$ cat config.mk
export PLATFORM = sky130hd
export DESIGN_NAME = ping_pong_line_capture_controller_top_flat
export DESIGN_NICKNAME = d
export VERILOG_FILES = /design/src/hw/rtl/pplcc_pkg.sv /design/src/hw/rtl/pplcc_ifs.sv /design/src/hw/rtl/pplcc_lane.sv /design/src/hw/rtl/ping_pong_line_capture_controller_top.sv /design/src/flat_wrapper.sv
export SDC_FILE = /design/constraint.sdc
export NUM_CORES = 1
export LEC_CHECK = 0
export BUFFER_PORTS_ARGS = -buffer_cell sky130_fd_sc_hd__clkbuf_2
export CORE_ASPECT_RATIO = 1.4
export CORE_UTILIZATION = 40
export DETAILED_ROUTE_END_ITERATION = 8
export GPL_ROUTABILITY_DRIVEN = 0
export GPL_TIMING_DRIVEN = 0
export RECOVER_POWER = 25
export SYNTH_ARGS = -nofsm -noshare
export SYNTH_HDL_FRONTEND = slang
export SYNTH_HIERARCHICAL = 1
export SYNTH_SLANG_ARGS = --single-unit
$ cat constraint.sdc
create_clock -name clk -period 10.5 [get_ports clk]
set_input_delay 0.525 -clock clk [delete_from_list [all_inputs] [get_ports clk]]
set_output_delay 0.525 -clock clk [all_outputs]
set_load 0.1 [all_outputs]
$ cat src/hw/rtl/pplcc_pkg.sv
package pplcc_pkg;

	// Field widths
	localparam int unsigned LINE_W   = 10;
	localparam int unsigned SETTLE_W = 8;
	localparam int unsigned OP_W     = 3;
	localparam int unsigned CS_W     = 3;
	localparam int unsigned ULINES_W = LINE_W + 1;
	localparam int unsigned CFG_IDX_W  = 2;
	localparam int unsigned CFG_DATA_W = LINE_W;

	localparam logic [LINE_W-1:0]   LINE_MAX           = '1;
	localparam logic [LINE_W-1:0]   LINE_TOTAL_RESET   = LINE_W'(272);
	localparam logic [SETTLE_W-1:0] SETTLE_TICKS_RESET = SETTLE_W'(5);

	// Operation codes
	localparam logic [OP_W-1:0] OP_UPDATE      = 3'd0;
	localparam logic [OP_W-1:0] OP_REQUEST     = 3'd1;
	localparam logic [OP_W-1:0] OP_ABORT       = 3'd2;
	localparam logic [OP_W-1:0] OP_TAKE_UPLOAD = 3'd3;
	localparam logic [OP_W-1:0] OP_UPLOAD_DONE = 3'd4;
	localparam logic [OP_W-1:0] OP_TICK        = 3'd5;

	// Configuration register indexes
	localparam logic [CFG_IDX_W-1:0] REG_LINE_TOTAL   = 2'd0;
	localparam logic [CFG_IDX_W-1:0] REG_SETTLE_TICKS = 2'd1;

	// Reported capture state codes
	localparam logic [CS_W-1:0] CS_IDLE      = 3'd0;
	localparam logic [CS_W-1:0] CS_INIT      = 3'd1;
	localparam logic [CS_W-1:0] CS_ACTIVE    = 3'd2;
	localparam logic [CS_W-1:0] CS_COMPLETED = 3'd3;
	localparam logic [CS_W-1:0] CS_ABORT     = 3'd4;

	// Capture mode, one-hot
	typedef enum logic [4:0] {
		MODE_IDLE      = 5'b00001,
		MODE_INIT      = 5'b00010,
		MODE_ACTIVE    = 5'b00100,
		MODE_COMPLETED = 5'b01000,
		MODE_ABORT     = 5'b10000
	} mode_t;

	// Buffer phase, one-hot
	typedef enum logic [7:0] {
		PH_SCAN_IDLE = 8'b0000_0001,
		PH_SCAN_LINE = 8'b0000_0010,
		PH_SCAN_WAIT = 8'b0000_0100,
		PH_SCAN_READ = 8'b0000_1000,
		PH_UPLD_IDLE = 8'b0001_0000,
		PH_UPLD_WAIT = 8'b0010_0000,
		PH_UPLD_ACTV = 8'b0100_0000,
		PH_UPLD_DONE = 8'b1000_0000
	} phase_t;

	// Device answers for one update step
	typedef struct packed {
		logic start_ok;
		logic busy_check_valid;
		logic device_busy;
		logic rgb_ok;
	} dev_t;

	// Capture-wide state and step events passed from buffer to buffer
	typedef struct packed {
		mode_t              mode;
		logic               valid;
		logic [LINE_W-1:0]  next_line;
		logic [SETTLE_W-1:0] settle;
		logic               ev_start;
		logic [LINE_W-1:0]  ev_start_line;
		logic               ev_read;
		logic               ev_read_buf;
	} shared_t;

	function automatic logic [CS_W-1:0] mode_code(input mode_t m);
		logic [CS_W-1:0] c;
		case (m)
			MODE_IDLE:      c = CS_IDLE;
			MODE_INIT:      c = CS_INIT;
			MODE_ACTIVE:    c = CS_ACTIVE;
			MODE_COMPLETED: c = CS_COMPLETED;
			MODE_ABORT:     c = CS_ABORT;
			default:        c = CS_IDLE;
		endcase
		return c;
	endfunction

	function automatic logic in_scan(input phase_t p);
		return (p == PH_SCAN_LINE) || (p == PH_SCAN_WAIT) || (p == PH_SCAN_READ);
	endfunction

endpackage

$ cat src/hw/rtl/pplcc_ifs.sv
// Event word channel
interface pplcc_in_if;
	logic                       valid;
	logic                       ready;
	logic [pplcc_pkg::OP_W-1:0] op;
	logic                       shot_enabled;
	logic                       start_ok;
	logic                       busy_check_valid;
	logic                       device_busy;
	logic                       rgb_ok;

	modport source (output valid, op, shot_enabled, start_ok, busy_check_valid,
		device_busy, rgb_ok, input ready);
	modport sink (input valid, op, shot_enabled, start_ok, busy_check_valid,
		device_busy, rgb_ok, output ready);
endinterface

// Result word channel
interface pplcc_out_if;
	logic                           valid;
	logic                           ready;
	logic [pplcc_pkg::CS_W-1:0]     capture_state;
	logic                           process_active;
	logic                           completed;
	logic                           capture_valid;
	logic                           scan_busy;
	logic                           start_issued;
	logic [pplcc_pkg::LINE_W-1:0]   start_line;
	logic                           rgb_read_done;
	logic                           rgb_buffer;
	logic                           upload_granted;
	logic                           upload_buffer;
	logic [pplcc_pkg::ULINES_W-1:0] upload_lines;

	modport source (output valid, capture_state, process_active, completed,
		capture_valid, scan_busy, start_issued, start_line, rgb_read_done,
		rgb_buffer, upload_granted, upload_buffer, upload_lines, input ready);
	modport sink (input valid, capture_state, process_active, completed,
		capture_valid, scan_busy, start_issued, start_line, rgb_read_done,
		rgb_buffer, upload_granted, upload_buffer, upload_lines, output ready);
endinterface

// Configuration write channel
interface pplcc_cfg_if;
	logic                             valid;
	logic                             ready;
	logic [pplcc_pkg::CFG_IDX_W-1:0]  index;
	logic [pplcc_pkg::CFG_DATA_W-1:0] data;

	modport source (output valid, index, data, input ready);
	modport sink (input valid, index, data, output ready);
endinterface

$ cat src/hw/rtl/pplcc_lane.sv
// One buffer's pass through an active update step
module pplcc_lane (
	input  logic                          buf_id,
	input  pplcc_pkg::phase_t             phase_in,
	input  pplcc_pkg::phase_t             other_phase,
	input  logic [pplcc_pkg::LINE_W-1:0]  line_in,
	input  pplcc_pkg::shared_t            shared_in,
	input  pplcc_pkg::dev_t               dev,
	input  logic [pplcc_pkg::LINE_W-1:0]  line_total,
	input  logic [pplcc_pkg::SETTLE_W-1:0] settle_ticks,
	output pplcc_pkg::phase_t             phase_out,
	output logic [pplcc_pkg::LINE_W-1:0]  line_out,
	output pplcc_pkg::shared_t            shared_out
);
	import pplcc_pkg::*;

	always_comb begin
		phase_t            ph;
		logic [LINE_W-1:0] ln;
		shared_t           sh;

		ph = phase_in;
		ln = line_in;
		sh = shared_in;

		// claim the next line when the other buffer is idle or uploading
		if (ph == PH_SCAN_IDLE) begin
			if (((other_phase == PH_SCAN_IDLE) || (other_phase == PH_UPLD_ACTV))
				&& (sh.next_line < line_total)) begin
				ph = PH_SCAN_LINE;
				ln = sh.next_line;
			end
		end

		// line start, held off by the settle countdown
		if ((ph == PH_SCAN_LINE) && (sh.settle == '0)) begin
			if (!sh.ev_start) begin
				sh.ev_start      = 1'b1;
				sh.ev_start_line = ln;
			end
			if (dev.start_ok) begin
				ph = PH_SCAN_WAIT;
			end else begin
				sh.valid = 1'b0;
				sh.mode  = MODE_COMPLETED;
			end
		end

		if (ph == PH_SCAN_WAIT) begin
			if (dev.busy_check_valid && !dev.device_busy) begin
				ph = PH_SCAN_READ;
			end
		end

		// line read
		if (ph == PH_SCAN_READ) begin
			if (dev.rgb_ok) begin
				if (sh.next_line != LINE_MAX) begin
					sh.next_line = sh.next_line + LINE_W'(1);
				end
				sh.settle = settle_ticks;
				ph        = PH_UPLD_IDLE;
				if (!sh.ev_read) begin
					sh.ev_read     = 1'b1;
					sh.ev_read_buf = buf_id;
				end
			end else begin
				sh.valid = 1'b0;
				sh.mode  = MODE_COMPLETED;
			end
		end

		// only one buffer waits for upload at a time
		if (ph == PH_UPLD_IDLE) begin
			if ((other_phase != PH_UPLD_ACTV) && (other_phase != PH_UPLD_WAIT)) begin
				ph = PH_UPLD_WAIT;
			end
		end

		if (ph == PH_UPLD_DONE) begin
			if (sh.next_line >= line_total) begin
				sh.mode = MODE_COMPLETED;
			end else begin
				ph = PH_SCAN_IDLE;
			end
		end

		phase_out  = ph;
		line_out   = ln;
		shared_out = sh;
	end

endmodule

$ cat src/hw/rtl/ping_pong_line_capture_controller_top.sv
// Ping-pong line capture controller.
// cmd: event words (op plus device answers), valid/ready. One word per event:
//   update step, request, abort, take upload, upload done, settle tick.
// res: one result word per event word, giving the capture state after that
//   event plus this step's line start, line read and upload grant.
// cfg: register writes (index 0 line_total, index 1 settle_ticks); always
//   ready, to be written only while no event is in flight.
// Result word: registered when its event is accepted. Throughput: one
//   event per cycle while cmd.ready is high. The whole step, both buffers
//   in order, is one pass of logic between the state and result registers.
// Stall: cmd.ready is high while the result register is empty or being
//   taken, so a held result blocks only the next event word.
// Reset: capture idle, no request, both buffers scan idle, counters zero,
//   line_total 272, settle_ticks 5, result register empty.
module ping_pong_line_capture_controller_top (
	input logic        clk,
	input logic        arst_n,
	pplcc_in_if.sink   cmd,
	pplcc_out_if.source res,
	pplcc_cfg_if.sink  cfg
);
	import pplcc_pkg::*;

	// configuration
	logic [LINE_W-1:0]   line_total_q;
	logic [SETTLE_W-1:0] settle_ticks_q;

	// capture state
	mode_t               mode_q, mode_d;
	logic                req_q, req_d;
	logic                valid_q, valid_d;
	logic [LINE_W-1:0]   next_line_q, next_line_d;
	logic [SETTLE_W-1:0] settle_q, settle_d;
	phase_t              phase0_q, phase0_d, phase1_q, phase1_d;
	logic [LINE_W-1:0]   line0_q, line0_d, line1_q, line1_d;

	// result register
	logic                out_valid_q;
	logic [CS_W-1:0]     cs_q;
	logic                pact_q, compl_q, cvalid_q, sbusy_q;
	logic                start_q, rd_q, rdbuf_q, grant_q, gbuf_q;
	logic [LINE_W-1:0]   sline_q;
	logic [ULINES_W-1:0] glines_q;

	logic                accept;
	logic                grant, gbuf;
	logic [ULINES_W-1:0] glines;
	shared_t             sh_base, sh_mid, sh_end, sh_d;
	phase_t              lane0_ph, lane1_ph;
	logic [LINE_W-1:0]   lane0_ln, lane1_ln;
	dev_t                dev;

	assign cmd.ready = !out_valid_q || res.ready;
	assign accept    = cmd.valid && cmd.ready;
	assign cfg.ready = 1'b1;

	assign dev.start_ok         = cmd.start_ok;
	assign dev.busy_check_valid = cmd.busy_check_valid;
	assign dev.device_busy      = cmd.device_busy;
	assign dev.rgb_ok           = cmd.rgb_ok;

	always_comb begin
		sh_base               = '0;
		sh_base.mode          = mode_q;
		sh_base.valid         = valid_q;
		sh_base.next_line     = next_line_q;
		sh_base.settle        = settle_q;
	end

	// buffer 0 then buffer 1, chained
	pplcc_lane u_lane0 (
		.buf_id       (1'b0),
		.phase_in     (phase0_q),
		.other_phase  (phase1_q),
		.line_in      (line0_q),
		.shared_in    (sh_base),
		.dev          (dev),
		.line_total   (line_total_q),
		.settle_ticks (settle_ticks_q),
		.phase_out    (lane0_ph),
		.line_out     (lane0_ln),
		.shared_out   (sh_mid)
	);

	pplcc_lane u_lane1 (
		.buf_id       (1'b1),
		.phase_in     (phase1_q),
		.other_phase  (lane0_ph),
		.line_in      (line1_q),
		.shared_in    (sh_mid),
		.dev          (dev),
		.line_total   (line_total_q),
		.settle_ticks (settle_ticks_q),
		.phase_out    (lane1_ph),
		.line_out     (lane1_ln),
		.shared_out   (sh_end)
	);

	// next state for one event
	always_comb begin
		mode_d      = mode_q;
		req_d       = req_q;
		valid_d     = valid_q;
		next_line_d = next_line_q;
		settle_d    = settle_q;
		phase0_d    = phase0_q;
		phase1_d    = phase1_q;
		line0_d     = line0_q;
		line1_d     = line1_q;
		sh_d        = '0;
		grant       = 1'b0;
		gbuf        = 1'b0;
		glines      = '0;

		case (cmd.op)
			OP_UPDATE: begin
				// a pending request restarts the capture
				if (req_q) begin
					mode_d = MODE_INIT;
					req_d  = 1'b0;
				end
				case (mode_d)
					MODE_INIT: begin
						if (cmd.shot_enabled) begin
							valid_d     = 1'b1;
							next_line_d = '0;
							settle_d    = '0;
							mode_d      = MODE_ACTIVE;
							phase0_d    = PH_SCAN_LINE;
							line0_d     = '0;
							phase1_d    = PH_SCAN_IDLE;
							line1_d     = '0;
						end else begin
							valid_d = 1'b0;
							mode_d  = MODE_COMPLETED;
						end
					end
					MODE_ACTIVE: begin
						sh_d        = sh_end;
						mode_d      = sh_end.mode;
						valid_d     = sh_end.valid;
						next_line_d = sh_end.next_line;
						settle_d    = sh_end.settle;
						phase0_d    = lane0_ph;
						line0_d     = lane0_ln;
						phase1_d    = lane1_ph;
						line1_d     = lane1_ln;
					end
					MODE_ABORT: begin
						mode_d = MODE_IDLE;
					end
					default: begin
					end
				endcase
			end
			OP_REQUEST: begin
				req_d = 1'b1;
			end
			OP_ABORT: begin
				mode_d = MODE_ABORT;
			end
			OP_TAKE_UPLOAD: begin
				// buffer 0 has priority
				if (phase0_q == PH_UPLD_WAIT) begin
					grant    = 1'b1;
					glines   = {1'b0, line0_q} + ULINES_W'(1);
					phase0_d = PH_UPLD_ACTV;
				end else if (phase1_q == PH_UPLD_WAIT) begin
					grant    = 1'b1;
					gbuf     = 1'b1;
					glines   = {1'b0, line1_q} + ULINES_W'(1);
					phase1_d = PH_UPLD_ACTV;
				end
			end
			OP_UPLOAD_DONE: begin
				if (phase0_q == PH_UPLD_ACTV) begin
					phase0_d = PH_UPLD_DONE;
				end else begin
					phase1_d = PH_UPLD_DONE;
				end
			end
			OP_TICK: begin
				if (settle_q != '0) begin
					settle_d = settle_q - SETTLE_W'(1);
				end
			end
			default: begin
			end
		endcase
	end

	// configuration registers
	always_ff @(posedge clk or negedge arst_n) begin
		if (!arst_n) begin
			line_total_q   <= LINE_TOTAL_RESET;
			settle_ticks_q <= SETTLE_TICKS_RESET;
		end else if (cfg.valid) begin
			case (cfg.index)
				REG_LINE_TOTAL:   line_total_q   <= cfg.data[LINE_W-1:0];
				REG_SETTLE_TICKS: settle_ticks_q <= cfg.data[SETTLE_W-1:0];
				default: begin
				end
			endcase
		end
	end

	// capture state registers
	always_ff @(posedge clk or negedge arst_n) begin
		if (!arst_n) begin
			mode_q      <= MODE_IDLE;
			req_q       <= 1'b0;
			valid_q     <= 1'b0;
			next_line_q <= '0;
			settle_q    <= '0;
			phase0_q    <= PH_SCAN_IDLE;
			phase1_q    <= PH_SCAN_IDLE;
			line0_q     <= '0;
			line1_q     <= '0;
		end else if (accept) begin
			mode_q      <= mode_d;
			req_q       <= req_d;
			valid_q     <= valid_d;
			next_line_q <= next_line_d;
			settle_q    <= settle_d;
			phase0_q    <= phase0_d;
			phase1_q    <= phase1_d;
			line0_q     <= line0_d;
			line1_q     <= line1_d;
		end
	end

	// result valid
	always_ff @(posedge clk or negedge arst_n) begin
		if (!arst_n) begin
			out_valid_q <= 1'b0;
		end else if (accept) begin
			out_valid_q <= 1'b1;
		end else if (res.ready) begin
			out_valid_q <= 1'b0;
		end
	end

	// result payload
	always_ff @(posedge clk) begin
		if (accept) begin
			cs_q     <= mode_code(mode_d);
			pact_q   <= (mode_d != MODE_IDLE) || req_d;
			compl_q  <= (mode_d == MODE_COMPLETED);
			cvalid_q <= valid_d;
			sbusy_q  <= in_scan(phase0_d) || in_scan(phase1_d);
			start_q  <= sh_d.ev_start;
			sline_q  <= sh_d.ev_start_line;
			rd_q     <= sh_d.ev_read;
			rdbuf_q  <= sh_d.ev_read_buf;
			grant_q  <= grant;
			gbuf_q   <= gbuf;
			glines_q <= glines;
		end
	end

	assign res.valid          = out_valid_q;
	assign res.capture_state  = cs_q;
	assign res.process_active = pact_q;
	assign res.completed      = compl_q;
	assign res.capture_valid  = cvalid_q;
	assign res.scan_busy      = sbusy_q;
	assign res.start_issued   = start_q;
	assign res.start_line     = sline_q;
	assign res.rgb_read_done  = rd_q;
	assign res.rgb_buffer     = rdbuf_q;
	assign res.upload_granted = grant_q;
	assign res.upload_buffer  = gbuf_q;
	assign res.upload_lines   = glines_q;

endmodule
$ cat src/flat_wrapper.sv
// flat-port wrapper written by rule: the top's interface ports become plain ports
module ping_pong_line_capture_controller_top_flat import pplcc_pkg::*;
  (clk, arst_n, cmd_valid, cmd_op, cmd_shot_enabled, cmd_start_ok, cmd_busy_check_valid, cmd_device_busy, cmd_rgb_ok, cmd_ready, res_valid, res_capture_state, res_process_active, res_completed, res_capture_valid, res_scan_busy, res_start_issued, res_start_line, res_rgb_read_done, res_rgb_buffer, res_upload_granted, res_upload_buffer, res_upload_lines, res_ready, cfg_valid, cfg_index, cfg_data, cfg_ready);
  pplcc_in_if cmd_i ();
  pplcc_out_if res_i ();
  pplcc_cfg_if cfg_i ();
  input logic clk;
  input logic arst_n;
  input wire logic [$bits(cmd_i.valid)-1:0] cmd_valid;
  input wire logic [$bits(cmd_i.op)-1:0] cmd_op;
  input wire logic [$bits(cmd_i.shot_enabled)-1:0] cmd_shot_enabled;
  input wire logic [$bits(cmd_i.start_ok)-1:0] cmd_start_ok;
  input wire logic [$bits(cmd_i.busy_check_valid)-1:0] cmd_busy_check_valid;
  input wire logic [$bits(cmd_i.device_busy)-1:0] cmd_device_busy;
  input wire logic [$bits(cmd_i.rgb_ok)-1:0] cmd_rgb_ok;
  output wire logic [$bits(cmd_i.ready)-1:0] cmd_ready;
  output wire logic [$bits(res_i.valid)-1:0] res_valid;
  output wire logic [$bits(res_i.capture_state)-1:0] res_capture_state;
  output wire logic [$bits(res_i.process_active)-1:0] res_process_active;
  output wire logic [$bits(res_i.completed)-1:0] res_completed;
  output wire logic [$bits(res_i.capture_valid)-1:0] res_capture_valid;
  output wire logic [$bits(res_i.scan_busy)-1:0] res_scan_busy;
  output wire logic [$bits(res_i.start_issued)-1:0] res_start_issued;
  output wire logic [$bits(res_i.start_line)-1:0] res_start_line;
  output wire logic [$bits(res_i.rgb_read_done)-1:0] res_rgb_read_done;
  output wire logic [$bits(res_i.rgb_buffer)-1:0] res_rgb_buffer;
  output wire logic [$bits(res_i.upload_granted)-1:0] res_upload_granted;
  output wire logic [$bits(res_i.upload_buffer)-1:0] res_upload_buffer;
  output wire logic [$bits(res_i.upload_lines)-1:0] res_upload_lines;
  input wire logic [$bits(res_i.ready)-1:0] res_ready;
  input wire logic [$bits(cfg_i.valid)-1:0] cfg_valid;
  input wire logic [$bits(cfg_i.index)-1:0] cfg_index;
  input wire logic [$bits(cfg_i.data)-1:0] cfg_data;
  output wire logic [$bits(cfg_i.ready)-1:0] cfg_ready;
  assign cmd_i.valid = cmd_valid;
  assign cmd_i.op = cmd_op;
  assign cmd_i.shot_enabled = cmd_shot_enabled;
  assign cmd_i.start_ok = cmd_start_ok;
  assign cmd_i.busy_check_valid = cmd_busy_check_valid;
  assign cmd_i.device_busy = cmd_device_busy;
  assign cmd_i.rgb_ok = cmd_rgb_ok;
  assign cmd_ready = cmd_i.ready;
  assign res_valid = res_i.valid;
  assign res_capture_state = res_i.capture_state;
  assign res_process_active = res_i.process_active;
  assign res_completed = res_i.completed;
  assign res_capture_valid = res_i.capture_valid;
  assign res_scan_busy = res_i.scan_busy;
  assign res_start_issued = res_i.start_issued;
  assign res_start_line = res_i.start_line;
  assign res_rgb_read_done = res_i.rgb_read_done;
  assign res_rgb_buffer = res_i.rgb_buffer;
  assign res_upload_granted = res_i.upload_granted;
  assign res_upload_buffer = res_i.upload_buffer;
  assign res_upload_lines = res_i.upload_lines;
  assign res_i.ready = res_ready;
  assign cfg_i.valid = cfg_valid;
  assign cfg_i.index = cfg_index;
  assign cfg_i.data = cfg_data;
  assign cfg_ready = cfg_i.ready;
  ping_pong_line_capture_controller_top u_core (.clk(clk), .arst_n(arst_n), .cmd(cmd_i), .res(res_i), .cfg(cfg_i));
endmodule
### Word level (Yosys, flattened, before mapping)

Index checks and enable logic that the tools add are counted.

* logic and storage cells: 202
* flip-flop bits (word level): 113
* input bits: 25

* muxes and demuxes: 87
* bitwise operators: 1
* equal/unequal tests: 48
* reduce and logical (&&, ||, !) cells: 33
* order comparisons: 4
* add/sub/neg operators: 5

Operators with widths (count)
* $mux W8: 33
* $mux W10: 8
* $pmux W8 S2: 4
* $pmux W10 S2: 3
* $mux W24: 2
* $pmux W8 S3: 2
* $mux W11: 4
* $mux W18: 2
* $mux W6: 6
* $eq A8 B2 Y1 const B: 4
* $eq A8 B3 Y1 const B: 4
* $eq A8 B4 Y1 const B: 4
* $mux W5: 6
* $eq A8 B1 Y1 const B: 3
* $eq A8 B7 Y1 const B: 3
* $add A10 B1 Y11 const B: 2
* $add A10 B1 Y10 const B: 2
* $ge A10 B10 Y1: 2
* $lt A10 B10 Y1: 2
* $ne A10 B10 Y1 const B: 2
* $eq A8 B5 Y1 const B: 2
* $eq A8 B6 Y1 const B: 2
* $eq A8 B8 Y1 const B: 2
* $logic_not A8 Y1: 2
* other kinds (35): 72

### Longest topological paths before layout

* depth in word-level cells: 38
* mapped depth: 38
* depth with buffers taken out: 37

### Hierarchy

The synthesis kept the hierarchy.

Modules (own cells, without submodules)
* ping_pong_line_capture_controller_top: area each 5531.6 µm², instances 1, cells an instance 549
* pplcc_lane (u_core.u_lane1): area each 1649.1 µm², instances 1, cells an instance 212
* pplcc_lane (u_core.u_lane0): area each 1631.6 µm², instances 1, cells an instance 210

### Worst setup path after synthesis

OpenSTA, ideal clock, no wires.

* path type: reg-to-reg
* from: reg u_core.line_total_q[4]
* to: reg u_core.pact_q (netlist: u_core/res.process_active), data pin
* setup slack: 2293 ps
* required time: 10228 ps
* cell stages (with the launch flop): 34
* clock period less this slack: 8207 ps
* data arrival time: 7934 ps
* cell sequence: dfstp_2 inv_1 ha_1 o21a_1 a21oi_1 o21ai_0 a211oi_4 o211a_1 buf_2 nand3_1 xnor2_1 ha_1 a21oi_1 nand2_1 a2111oi_0 a21oi_1 o21a_1 or4_4 nor4_4 a31oi_1 nor3b_2 nand4_4 mux2_4 ha_1 a21o_1 a31oi_1 o21ai_0 a21oi_1 o21ai_0 a31o_2 a211o_1 a221oi_1 nand3_1 nand4b_1

RTL lines
* start: declaration: line ping_pong_line_capture_controller_top.sv:25 `logic [LINE_W-1:0] line_total_q;`
* start signal: assignment: line ping_pong_line_capture_controller_top.sv:199 `REG_LINE_TOTAL: line_total_q <= cfg.data[LINE_W-1:0];`
* end signal: assignment: line ping_pong_line_capture_controller_top.sv:247 `pact_q <= (mode_d != MODE_IDLE) || req_d;`
* end: declaration: line ping_pong_line_capture_controller_top.sv:40 `logic pact_q, compl_q, cvalid_q, sbusy_q;`

==> impl_metrics.json <==
{
  "period_needed_ns": 9.81,
  "setup_violations": 0,
  "ys_ff_latch": 113,
  "synth_ff_type": "dfrtp_1",
  "layout_common_cells": "nand2_1, mux2_2, dfrtp_1, nand3_1, clkbuf_2",
  "areaGrowthSynthToFinish_pct": 16.1,
  "p_comb_share_pct": 27.5,
  "wl_mm": 26.4,
  "synthArstFlopShare_pct": 70.8,
  "cp.arrival_ns": 9.97,
  "p_int_w": 0.00105,
  "yosys-top-cells-area": "dfrtp_1, edfxtp_1, mux2_2, ha_1, nand2_1",
  "yosysSeqAreaShare_pct": 34.1,
  "multi_input_area_mm2": 0.00554,
  "finalSetupTns_ns": 0,
  "clock_path_buffers": 2,
  "die_y_um": 178,
  "synth_top_area_share_pct": 20.7,
  "final_common_cell": "nand2_1",
  "p_leak_nw": 4.52,
  "regArea_mm2": 0.00300,
  "viasPerCell": 5.74,
  "avgSynthCellArea_um2": 9.08,
  "drt_iter0_drc": 517,
  "critical-path-max-stage-delay_ns": 0.65,
  "rows": 63,
  "syn_inst": 971,
  "cp_max_fo": 10,
  "p_per_area_mw_per_mm2": 157,
  "synth_top_cell_by_area": "dfrtp_1",
  "rsz0062_at_grt": "no",
  "crit_type": "reg -> reg",
  "worst_pin_slew_ns": 2.52,
  "swShare_pct": 34.9,
  "netlist_area_mm2": 0.00881,
  "grtUsageTotal_pct": 24.6,
  "antenna_found_initial": 0,
  "io_pins": 61,
  "nNetsFinal": 1135,
  "portBuffers": 57,
  "pwr-share-seq_pct": 34.2,
  "hold_viol_final": 0,
  "max_freq_mhz": 102,
  "final_cells": 1371,
  "cts-buffers-inserted": 17,
  "grt_max_degree": 46,
  "dp_hpwl_mm": 20.2,
  "finalCritPeriodShare_pct": 93.5,
  "timing.rr.start": "u_core/next_line_q[3]",
  "worstSkewPairLatency_ns": 0.43,
  "end_kind": "flop",
  "design.die.area_mm2": 0.0226,
  "min_path_type": "in -> reg",
  "ant_nets": 0,
  "wire_per_inst_um": 19.3,
  "vias": 7873,
  "start_util_pct": 41.3,
  "drive_gt1_share_pct": 23.4,
  "ys_types": 100,
  "power.total_w": 0.00161,
  "cts_tree": "built",
  "die_w_um": 127,
  "crit_path_start": "u_core/next_line_q[3]",
  "hp-start": "cmd_valid",
  "cts_sinks": 113,
  "grt-ovfl-total": 0,
  "ir_drop_uv": 101,
  "grt_pass1_vias": 7706,
  "dp.cells": 1338,
  "clockPowerShare_pct": 38.2,
  "maxSlewViolCount": 83,
  "status": "finished with violations",
  "first_pass_iters": 5,
  "max_cap_viol_count": 2,
  "p_switching_w": 0.000561,
  "synth_edf_count": 33,
  "slew_headroom_pct": -68.0,
  "fill_cells": 2036,
  "grt_pass1_wl_mm": 41.9,
  "synth_warnings": 6,
  "antenna_cells": 0,
  "cp_slowest_cell": "dfrtp_1",
  "htreeDepth": 4,
  "clk_pin_slew_ns": 0.06,
  "drc_errors": 0,
  "coreArea_mm2": 0.0214,
  "root_buffer": "clkbuf_16",
  "violations": "max-capacitance violations, max-slew violations",
  "cp-start-kind": "flop",
  "final_util_pct": 47.9,
  "cp.required_ns": 10.66,
  "fin_skew_ns": 0.0134
}
-- cell families after synthesis --
kind of cell / count (synthesis) / synth area share (%)
AOI/OAI and AO/OA: 199 / 15.4
muxes: 83 / 10.7
DFF: 113 / 34.1
other: 2 / 0.0852
buffers and inverters: 88 / 4.36
xor gates and xnor gates: 40 / 3.98
and+or+nand+nor: 402 / 25.2
adders and majority gates: 44 / 6.25
-- layer usage --
metal  GRT usage [%]  wire [µm]  vias up
li1                -          -     3785
met1            27.4      10400     3728
met2            43.1      13400      277
met3            3.29       1080       83
met4            17.1       1550        0
met5               0          0        -
-- cell type report --
cell class              instances  share of cell area [%]
clock buffers                  20                    4.57
repair buffers                 60                    3.08
plain buffers                  43                    2.12
multi-input cells             786                    54.1
flip-flops and latches        113                    29.3
clock inverters                12                    1.52
inverters                      45                    1.65
well taps                     292                    3.57
-- registers in the layout, summed over array words and instances (netlist names), 3 cells and up --
signal and count:
u_core/phase1_q 8, u_core/mode_q 5, u_core/settle_ticks_q 8, u_core/next_line_q 10, u_core/res.start_line 10, u_core/settle_q 8, u_core/line_total_q 10, u_core/res.upload_lines 11
u_core/line1_q 10, u_core/res.capture_state 3, u_core/phase0_q 8, u_core/line0_q 10
-- cell usage after synthesis, types with 5 or more instances --
cell / instances
clkbuf_1: 20
a21o_1: 7
nor3_1: 23
nand2_1: 117
nor2_1: 51
o21a_1: 5
dfstp_2: 7
nor3b_1: 6
a21oi_1: 54
edfxtp_1: 33
xnor2_1: 26
xor2_1: 14
a211oi_1: 7
inv_1: 44
a22oi_1: 9
nor4_1: 7
mux2_2: 75
nand2b_1: 10
and2_1: 7
dfrtp_1: 73
nand4_1: 19
nor2b_1: 8
a31o_2: 5
buf_2: 16
nand3_1: 63
a31oi_1: 5
ha_1: 44
o22ai_1: 9
o21ai_0: 44
and3_1: 25
and4_1: 9
or4_1: 8
-- worst paths after layout --
path / endpoint / slack [ns] / cells after the start
setup / recovery: u_core/res.process_active / 0.69 / 33
hold / removal: u_core/res.valid / 0.31 / 2
setup reg to reg: u_core/res.process_active / 0.69 / 33
hold reg to reg: u_core/line_total_q[9] / 0.54 / 1
max in group asynchronous: u_core/phase1_q[4] / 6.63 / 2
min in group asynchronous: u_core/settle_ticks_q[1] / 0.67 / 1
-- stage by stage --
stage | cell area, µm² | hold WS (ns) | worst slack [ns]
2_1_floorplan | 8870 | 0.229 | 2.29
3_3_place_gp | 9520 | 0.519 | -0.0250
3_5_place_dp | 9570 | 0.531 | -0.117
4_1_cts | 10200 | 0.119 | 0.214
5_1_grt | 10200 | 0.310 | 0.112
6_report | 10200 | 0.306 | 0.685
-- repair_timing --
item / in CTS / in global routing
hold buffers: 0 / 0
gates cloned: 0 / 0
endpoints found under the setup margin: 2 / 10
setup buffers: 0 / 1
gates resized for setup: 2 / 7
pin swaps: 0 / 1
-- power groups by stage --
| stage | sequential [W] | clock [W] | combinational, W |
|---|---|---|---|
| after floorplan | 0.000590 | 0 | 0.000285 |
| after global placement | 0.000557 | 0 | 0.000429 |
| after detailed placement | 0.000557 | 0 | 0.000434 |
| after CTS | 0.000549 | 0.000623 | 0.000438 |
| after global routing | 0.000556 | 0.000646 | 0.000483 |
| final | 0.000550 | 0.000614 | 0.000442 |
-- worst max-delay path: cells and delay by family (launching register included) --
family	cells	cell delay [ns]
flip-flops	1	0.65
buffers and inverters	1	0.26
XOR/XNOR	2	0.68
AO/OA/AOI/OAI	19	5.12
adder cells (fa/ha/maj)	3	0.98
AND/OR/NAND/NOR	8	1.83
No activity file was read; power rests on OpenSTA's default activity.
